File: src/rtl/core/cfws_pkg.sv
// Shared types and constants for the circular FIFO with search.
`timescale 1ns / 1ps

package cfws_pkg;

  localparam int unsigned WordW    = 32;
  localparam int unsigned CapW     = 5;
  localparam int unsigned CapReset = 16;

  typedef enum logic [1:0] {
    REQ_ENQ  = 2'd0,
    REQ_DEQ  = 2'd1,
    REQ_SRCH = 2'd2,
    REQ_NOP  = 2'd3
  } req_e;

  typedef enum logic [1:0] {
    ST_OK        = 2'd0,
    ST_OVERFLOW  = 2'd1,
    ST_UNDERFLOW = 2'd2,
    ST_RSVD      = 2'd3
  } status_e;

  localparam logic signed [WordW-1:0] UnderflowWord = '1;

  // Controller to datapath
  typedef struct packed {
    logic load;       // capture the incoming request
    logic srch_step;  // one search step: compare last read, fetch next
    logic commit;     // update the ring and load the output register
  } cfws_cmd_t;

  // Datapath to controller
  typedef struct packed {
    logic empty;
    logic srch_last;  // the entry under compare is the tail
    logic out_free;   // output register can take a word this cycle
  } cfws_stat_t;

endpackage

File: src/rtl/core/cfws_ctrl.sv
// Controller state machine for the circular FIFO with search.
`timescale 1ns / 1ps

module cfws_ctrl import cfws_pkg::*; (
  input  logic       clk_i,
  input  logic       rst_ni,
  input  logic       in_valid_i,
  input  logic [1:0] req_type_i,
  output logic       in_stall_o,
  input  cfws_stat_t stat_i,
  output cfws_cmd_t  cmd_o
);

  typedef enum logic [1:0] {
    S_IDLE,
    S_SRCH,
    S_RESP
  } state_e;

  state_e state_q, state_d;
  logic   accept;

  assign accept     = in_valid_i && (state_q == S_IDLE);
  assign in_stall_o = (state_q != S_IDLE);

  always_comb begin
    cmd_o.load      = accept;
    cmd_o.srch_step = (state_q == S_SRCH);
    cmd_o.commit    = (state_q == S_RESP) && stat_i.out_free;
  end

  always_comb begin
    state_d = state_q;
    case (state_q)
      S_IDLE: begin
        if (accept) begin
          if ((req_e'(req_type_i) == REQ_SRCH) && !stat_i.empty) begin
            state_d = S_SRCH;
          end else begin
            state_d = S_RESP;
          end
        end
      end
      S_SRCH: begin
        if (stat_i.srch_last) state_d = S_RESP;
      end
      S_RESP: begin
        if (stat_i.out_free) state_d = S_IDLE;
      end
      default: state_d = S_IDLE;
    endcase
  end

  always_ff @(posedge clk_i or negedge rst_ni) begin
    if (!rst_ni) begin
      state_q <= S_IDLE;
    end else begin
      state_q <= state_d;
    end
  end

endmodule

File: src/rtl/core/cfws_dpath.sv
// Datapath: ring memory, pointers, search walker and output register.
`timescale 1ns / 1ps

module cfws_dpath import cfws_pkg::*; #(
  parameter int unsigned DEPTH = 16
) (
  input  logic                    clk_i,
  input  logic                    rst_ni,
  input  logic                    cfg_we_i,
  input  logic [CapW-1:0]         cfg_wdata_i,
  input  logic [1:0]              req_type_i,
  input  logic signed [WordW-1:0] value_in_i,
  input  cfws_cmd_t               cmd_i,
  output cfws_stat_t              stat_o,
  input  logic                    out_stall_i,
  output logic                    out_valid_o,
  output logic [1:0]              status_o,
  output logic signed [WordW-1:0] value_out_o,
  output logic                    found_o
);

  localparam int unsigned IW     = (DEPTH > 1) ? $clog2(DEPTH) : 1;
  localparam int unsigned CW     = $clog2(DEPTH + 1);
  localparam int unsigned CapRst = (DEPTH < CapReset) ? DEPTH : CapReset;

  logic signed [WordW-1:0] mem_q [DEPTH];
  logic signed [WordW-1:0] rd_data_q;
  logic [IW-1:0]           rd_addr;

  logic [CW-1:0] cap_q, cap_d;
  logic [IW-1:0] head_q, tail_q, srch_idx_q;
  logic          empty_q;
  logic          last_q;
  req_e          req_q;
  logic signed [WordW-1:0] val_q;
  logic          found_q;

  logic                    out_valid_q;
  status_e                 status_q;
  logic signed [WordW-1:0] value_out_q;
  logic                    found_out_q;

  logic [IW-1:0] head_nxt, tail_nxt, srch_nxt;
  logic          full;

  function automatic logic [IW-1:0] step_idx(input logic [IW-1:0] idx,
                                             input logic [CW-1:0] cap);
    logic [CW-1:0] ip1;
    ip1 = CW'(idx) + CW'(1);
    return (ip1 >= cap) ? '0 : ip1[IW-1:0];
  endfunction

  assign head_nxt = step_idx(head_q, cap_q);
  assign tail_nxt = step_idx(tail_q, cap_q);
  assign srch_nxt = step_idx(srch_idx_q, cap_q);
  assign full     = (tail_nxt == head_q);

  // Out-of-range capacity folds into 1..DEPTH
  always_comb begin
    if (cfg_wdata_i == '0) begin
      cap_d = CW'(1);
    end else if (32'(cfg_wdata_i) > 32'(DEPTH)) begin
      cap_d = CW'(DEPTH);
    end else begin
      cap_d = CW'(cfg_wdata_i);
    end
  end

  assign rd_addr = cmd_i.srch_step ? srch_idx_q : head_q;

  always_ff @(posedge clk_i) begin
    rd_data_q <= mem_q[rd_addr];
    if (cmd_i.commit && (req_q == REQ_ENQ)) begin
      if (empty_q) begin
        mem_q[0] <= val_q;
      end else if (!full) begin
        mem_q[tail_nxt] <= val_q;
      end
    end
  end

  // Request capture and search walker
  always_ff @(posedge clk_i) begin
    if (cmd_i.load) begin
      req_q      <= req_e'(req_type_i);
      val_q      <= value_in_i;
      found_q    <= 1'b0;
      srch_idx_q <= head_nxt;
      last_q     <= (head_q == tail_q);
    end else if (cmd_i.srch_step) begin
      if (rd_data_q == val_q) found_q <= 1'b1;
      if (!last_q) begin
        srch_idx_q <= srch_nxt;
        last_q     <= (srch_idx_q == tail_q);
      end
    end
  end

  // Pointers and capacity
  always_ff @(posedge clk_i or negedge rst_ni) begin
    if (!rst_ni) begin
      cap_q   <= CW'(CapRst);
      head_q  <= '0;
      tail_q  <= '0;
      empty_q <= 1'b1;
    end else if (cfg_we_i) begin
      cap_q   <= cap_d;
      head_q  <= '0;
      tail_q  <= '0;
      empty_q <= 1'b1;
    end else if (cmd_i.commit) begin
      case (req_q)
        REQ_ENQ: begin
          if (empty_q) begin
            head_q  <= '0;
            tail_q  <= '0;
            empty_q <= 1'b0;
          end else if (!full) begin
            tail_q <= tail_nxt;
          end
        end
        REQ_DEQ: begin
          if (!empty_q) begin
            if (head_q == tail_q) begin
              head_q  <= '0;
              tail_q  <= '0;
              empty_q <= 1'b1;
            end else begin
              head_q <= head_nxt;
            end
          end
        end
        default: ;
      endcase
    end
  end

  // Output register
  always_ff @(posedge clk_i or negedge rst_ni) begin
    if (!rst_ni) begin
      out_valid_q <= 1'b0;
    end else if (cmd_i.commit) begin
      out_valid_q <= 1'b1;
    end else if (!out_stall_i) begin
      out_valid_q <= 1'b0;
    end
  end

  always_ff @(posedge clk_i) begin
    if (cmd_i.commit) begin
      status_q    <= ST_OK;
      value_out_q <= '0;
      found_out_q <= 1'b0;
      case (req_q)
        REQ_ENQ: begin
          if (!empty_q && full) status_q <= ST_OVERFLOW;
        end
        REQ_DEQ: begin
          if (empty_q) begin
            status_q    <= ST_UNDERFLOW;
            value_out_q <= UnderflowWord;
          end else begin
            value_out_q <= rd_data_q;
          end
        end
        REQ_SRCH: found_out_q <= found_q;
        default: ;
      endcase
    end
  end

  always_comb begin
    stat_o.empty     = empty_q;
    stat_o.srch_last = last_q;
    stat_o.out_free  = !out_valid_q || !out_stall_i;
  end

  assign out_valid_o = out_valid_q;
  assign status_o    = status_q;
  assign value_out_o = value_out_q;
  assign found_o     = found_out_q;

  a_empty_ptrs: assert property (@(posedge clk_i) disable iff (!rst_ni)
    empty_q |-> (head_q == '0) && (tail_q == '0))
    else $error("empty queue with nonzero pointers");

  a_ptr_range: assert property (@(posedge clk_i) disable iff (!rst_ni)
    (CW'(head_q) < cap_q) && (CW'(tail_q) < cap_q))
    else $error("pointer beyond capacity");

  a_commit_out: assert property (@(posedge clk_i) disable iff (!rst_ni)
    cmd_i.commit |=> out_valid_q)
    else $error("committed result not presented");

  a_no_overwrite: assert property (@(posedge clk_i) disable iff (!rst_ni)
    (out_valid_q && out_stall_i) |-> !cmd_i.commit)
    else $error("output word overwritten while stalled");

endmodule

File: src/rtl/core/circular_fifo_with_search.sv
// Top level of the circular FIFO with search: controller plus datapath.
`timescale 1ns / 1ps
// Ring-buffer FIFO of signed 32-bit words with an in-place search.
// Input channel: in_valid_i / in_stall_o carry one request word
//   (req_type_i: 0 enqueue, 1 dequeue, 2 search, 3 no-op; value_in_i).
// Output channel: out_valid_o / out_stall_i carry exactly one result word
//   per request (status_o, value_out_o, found_o), in request order.
// Config: cfg_we_i writes the capacity (0 acts as 1, above DEPTH acts as
//   DEPTH) and empties the queue; write only while the block is idle.
// Sequence: one request is in flight at a time. Enqueue, dequeue, no-op
//   and a search of an empty queue go from accept to the response state. A
//   search on a non-empty queue first walks the ring memory one entry per
//   cycle, head to tail, through its single read port, then goes to the
//   response state; there the result is registered once the output is free.
// Accept: the next request is accepted the cycle after the result is
//   registered.
// Reset: capacity = min(16, DEPTH), queue empty, no result pending. The
//   ring memory is not cleared; entries are only read after being written.
// Stall: a finished result sits in the output register until taken; the
//   next request is accepted meanwhile, and its result waits, with the
//   controller in the response state, until the output register frees.

module circular_fifo_with_search import cfws_pkg::*; #(
  parameter int unsigned DEPTH = 16
) (
  input  logic                    clk_i,
  input  logic                    rst_ni,
  input  logic                    cfg_we_i,
  input  logic [CapW-1:0]         cfg_wdata_i,
  input  logic                    in_valid_i,
  output logic                    in_stall_o,
  input  logic [1:0]              req_type_i,
  input  logic signed [WordW-1:0] value_in_i,
  output logic                    out_valid_o,
  input  logic                    out_stall_i,
  output logic [1:0]              status_o,
  output logic signed [WordW-1:0] value_out_o,
  output logic                    found_o
);

  cfws_cmd_t  cmd;
  cfws_stat_t stat;

  cfws_ctrl u_ctrl (
    .clk_i      (clk_i),
    .rst_ni     (rst_ni),
    .in_valid_i (in_valid_i),
    .req_type_i (req_type_i),
    .in_stall_o (in_stall_o),
    .stat_i     (stat),
    .cmd_o      (cmd)
  );

  cfws_dpath #(
    .DEPTH (DEPTH)
  ) u_dpath (
    .clk_i       (clk_i),
    .rst_ni      (rst_ni),
    .cfg_we_i    (cfg_we_i),
    .cfg_wdata_i (cfg_wdata_i),
    .req_type_i  (req_type_i),
    .value_in_i  (value_in_i),
    .cmd_i       (cmd),
    .stat_o      (stat),
    .out_stall_i (out_stall_i),
    .out_valid_o (out_valid_o),
    .status_o    (status_o),
    .value_out_o (value_out_o),
    .found_o     (found_o)
  );

endmodule

File: config.mk
export PLATFORM = sky130hd
export DESIGN_NAME = circular_fifo_with_search
export DESIGN_NICKNAME = d
export VERILOG_FILES = /design/src/rtl/core/cfws_pkg.sv /design/src/rtl/core/cfws_ctrl.sv /design/src/rtl/core/cfws_dpath.sv /design/src/rtl/core/circular_fifo_with_search.sv
export SDC_FILE = /design/constraint.sdc
export NUM_CORES = 1
export LEC_CHECK = 0
export ABC_AREA = 1
export BUFFER_PORTS_ARGS = -buffer_cell sky130_fd_sc_hd__buf_2
export CORE_MARGIN = 8
export CORE_UTILIZATION = 62
export CTS_BUF_LIST = sky130_fd_sc_hd__clkbuf_16
export DETAILED_ROUTE_END_ITERATION = 7
export PLACE_DENSITY = 0.86
export SYNTH_ARGS = -nofsm -noshare
export SYNTH_HDL_FRONTEND = slang
export SYNTH_SLANG_ARGS = --single-unit
File: constraint.sdc
create_clock -name clk_i -period 6 [get_ports clk_i]
set_input_delay 0 -clock clk_i [delete_from_list [all_inputs] [get_ports clk_i]]
set_output_delay 0 -clock clk_i [all_outputs]
set_load 0.1 [all_outputs]
==> results.json <==
{
  "status": "completed",
  "drt-total-wl_um": 63310,
  "hold_viol_final": 0,
  "cts_buffers": 59,
  "final.setup.tns_ns": 0,
  "leakage_nw": 9.741,
  "wire_per_inst_um": 24.65,
  "drive_gt1_share_pct": 10.72,
  "grt_first_pass_wirelength_um": 95950,
  "cts_tree": "done",
  "reg2reg_setup_slack_ns": 1.73,
  "postLayoutCoreUtil_pct": 71.00,
  "pwr_density_cell_mw_per_mm2": 368.2,
  "syn_nets": 1954,
  "netlist.area_leader.share_pct": 70.09,
  "vias": 16790,
  "synth_top_area_cell": "edfxtp_1",
  "max_freq_mhz": 234.0,
  "relSlewSlack_pct": 10.35,
  "path_class": "flip-flop to flip-flop",
  "syn_to_final_growth_pct": 12.61,
  "gr-total-overflow": 0,
  "ys_ff_latch": 636,
  "grt_max_degree": 140,
  "max-cap-violations": 0,
  "ys_warn_count": 0,
  "ys_types": 45,
  "max-vdd-ir-drop_mv": 0.2388,
  "reg2reg_depth": 16,
  "syn_area_per_cell_um2": 13.27,
  "period_share_pct": 71.24,
  "nNetsFinal": 2053,
  "grt_use_total_pct": 26.18,
  "die_area_mm2": 0.04719,
  "numClockSinks": 636,
  "clk_pin_slew_ns": 0.06,
  "core_area_mm2": 0.03982,
  "ff_latch_area_mm2": 0.01869,
  "worstMarginPinSlew_ns": 1.342,
  "synth_edf_count": 586,
  "required_ns": 6.20,
  "max_stage_delay_ns": 1.11,
  "multi_input_area_mm2": 0.005757,
  "timing.hold.ws_ns": 0.09201,
  "crit_slowest_cell": "nor2_4",
  "crit_start": "u_dpath.tail_q[0]",
  "io_buffers": 80,
  "place_area_mm2": 0.02592,
  "cts-root-buf": "clkbuf_16",
  "reg2reg_to": "u_dpath.mem_q[4][18]",
  "setup_viol": 0,
  "dpl.hpwl_um": 33870,
  "via_per_inst": 6.537,
  "syn-cell-area_mm2": 0.02511,
  "globalplace.congestion": 0.8444,
  "crit_path_end": "u_dpath.mem_q[4][18]",
  "insertion_delay_ns": 0.62,
  "drtAntennaViolNets": 0,
  "rsz0062_at_grt": "false",
  "fin_skew_ns": 0.03197,
  "ys.flop_type": "edfxtp_1",
  "yosysSeqAreaShare_pct": 74.42,
  "placementRows": 73,
  "critPathMostFrequentCell": "nand2_1",
  "critPathLaunchType": "flip-flop",
  "postCtsSetupRepairBufs": 0,
  "ios": 81,
  "die_w_um": 217.2,
  "first_iter_violations": 2503,
  "die_height_um": 217.2,
  "hold_class": "input port to flip-flop",
  "cts_hold_buffers": 53,
  "fill_cells": 2409,
  "crit_arrival_ns": 4.48,
  "timing.final.crit_period_ns": 4.274,
  "cp-end-kind": "flip-flop",
  "synthTopCellsByArea": "edfxtp_1 (70%), nor2_1 (5.0%), o21ai_0 (3.7%)",
  "clock_path_buffers": 3,
  "rr_startpoint": "u_dpath.tail_q[0]",
  "worstPathCellList": "ha_1 -> nor2_1 -> nor2_4 -> ha_1 -> nand2_1 -> nor2_1 -> nand2_1 -> nand4_1 -> nand2_1 -> nand2_1 -> nor2_1 -> nand2_2 -> nand2_2 -> nor2_2 -> nand3_1 -> nor2_4",
  "remaining_drc_errors": 0,
  "cts_resized": 0,
  "final_area_mm2": 0.02827,
  "grt_pass1_vias": 17030,
  "slew_viol_final": 0,
  "htree_levels": 2,
  "antenna_found_initial": 1,
  "critPathMaxFanout": 32,
  "start_util_pct": 63.05,
  "synth_cells": 1892,
  "async_flop_share_pct": 2.673,
  "drt_pass1_iterations": 6
}
layout make-up:
cell class	count	area share [%]
inverter	74	1.000
tap	525	2.323
timing repair buffer	151	3.770
clock inverter	52	1.142
clock buffer	60	5.310
multi-input combinational	1069	20.36
antenna	1	0.008850
sequential	636	66.09
metrics by stage:
| step | setup WS (ns) | power, mW | std cells |
|---|---|---|---|
| 2_1_floorplan | 1.357 | 6.492 | 1892 |
| 3_3_place_gp | 2.008 | 6.843 | 2402 |
| 3_5_place_dp | 1.808 | 6.908 | 2402 |
| 4_1_cts | 1.808 | 10.39 | 2567 |
| 5_1_grt | 1.487 | 10.67 | 2568 |
| 6_report | 1.726 | 10.41 | 2568 |
critical path, delay by kind of cell (launching register included):
| kind | cells | cell delay (ns) |
|---|---|---|
| flip-flops | 1 | 0.51 |
| adder cells (fa/ha/maj) | 2 | 0.57 |
| AND/OR/NAND/NOR | 14 | 2.75 |
synthesized netlist by cell type, drive strengths merged (11+ instances only):
| master | instances |
|---|---|
| xor2 | 21 |
| clkbuf | 29 |
| dfrtp | 15 |
| inv | 73 |
| ha | 18 |
| edfxtp | 586 |
| nand4 | 11 |
| dfxtp | 33 |
| nand2 | 136 |
| o221ai | 97 |
| o21ai | 276 |
| nor2 | 338 |
| a21oi | 26 |
| o22ai | 37 |
| buf | 84 |
| nand3 | 50 |
| o211ai | 32 |
per-layer routing:
layer / routed length [um] / track usage [%] / vias to the layer above
met2: 30560 / 43.22 / 1213
li1: - / - / 7229
met1: 22690 / 32.86 / 8114
met3: 6613 / 4.452 / 231
met4: 3443 / 14.56 / 0
met5: 0 / 0 / -
sequential cells by signal (all words and copies together) (netlist names), 2 cells and up:
| register | cells |
|---|---|
| u_dpath.mem_q | 512 |
| u_dpath.rd_data_q | 32 |
| u_dpath.val_q | 32 |
| u_dpath.value_out_o | 32 |
| u_dpath.cap_q | 5 |
| u_dpath.head_q | 4 |
| u_dpath.srch_idx_q | 4 |
| u_dpath.tail_q | 4 |
| u_ctrl.state_q | 2 |
| u_dpath.req_q | 2 |
| u_dpath.status_o | 2 |
placed cells by master, fill, tap and decap left out, types with 15 or more instances in the layout:
cell type      synthesis  routed
o21ai_1               86      85
buf_2                 76      80
nand3_1               49      49
o21ai_0              188     187
nand2_1              130     130
o22ai_1               37      37
buf_4                  5      18
inv_1                 70      81
o221ai_1              97      97
ha_1                  18      18
edfxtp_1             586     586
xor2_1                21      21
nor2_1               335     319
clkbuf_16              0      60
o211ai_1              32      32
dfrtp_1               15      15
a21oi_1               24      24
nor2_4                 1      17
dfxtp_1               33      33
clkinv_1               1      22
dlygate4sd3_1          0      53
cells by family after synthesis:
family,Yosys count,share of synthesized area [%]
flops,636,74.42
simple gates,547,8.825
compound gates,479,11.71
buf+inv,187,3.279
xor+xnor,25,0.8721
fa+ha+maj,18,0.8970
power breakdown:
part / switching (mW) / leakage [nW] / total [mW] / internal (mW)
combinational: 1.14 / 2.99 / 1.39 / 0.252
clock: 1.59 / 0.942 / 3.53 / 1.94
sequential: 0.255 / 5.81 / 5.48 / 5.23
worst min-delay path by stage:
| stage | slack [ns] | cells past startpoint | start | to |
|---|---|---|---|---|
| after CTS | 0.07 | 2 | value_in_i[28] | u_dpath.val_q[28] |
| after floorplan | -0.30 | 0 | rst_ni | u_ctrl.state_q[0] |
| after detailed placement | -0.04 | 1 | rst_ni | u_dpath.out_valid_o |
| after global placement | -0.05 | 1 | rst_ni | u_dpath.out_valid_o |
| after global routing | 0.09 | 2 | value_in_i[12] | u_dpath.val_q[12] |
| final | 0.09 | 2 | value_in_i[26] | u_dpath.val_q[26] |
No activity file was read; power rests on OpenSTA's default activity.
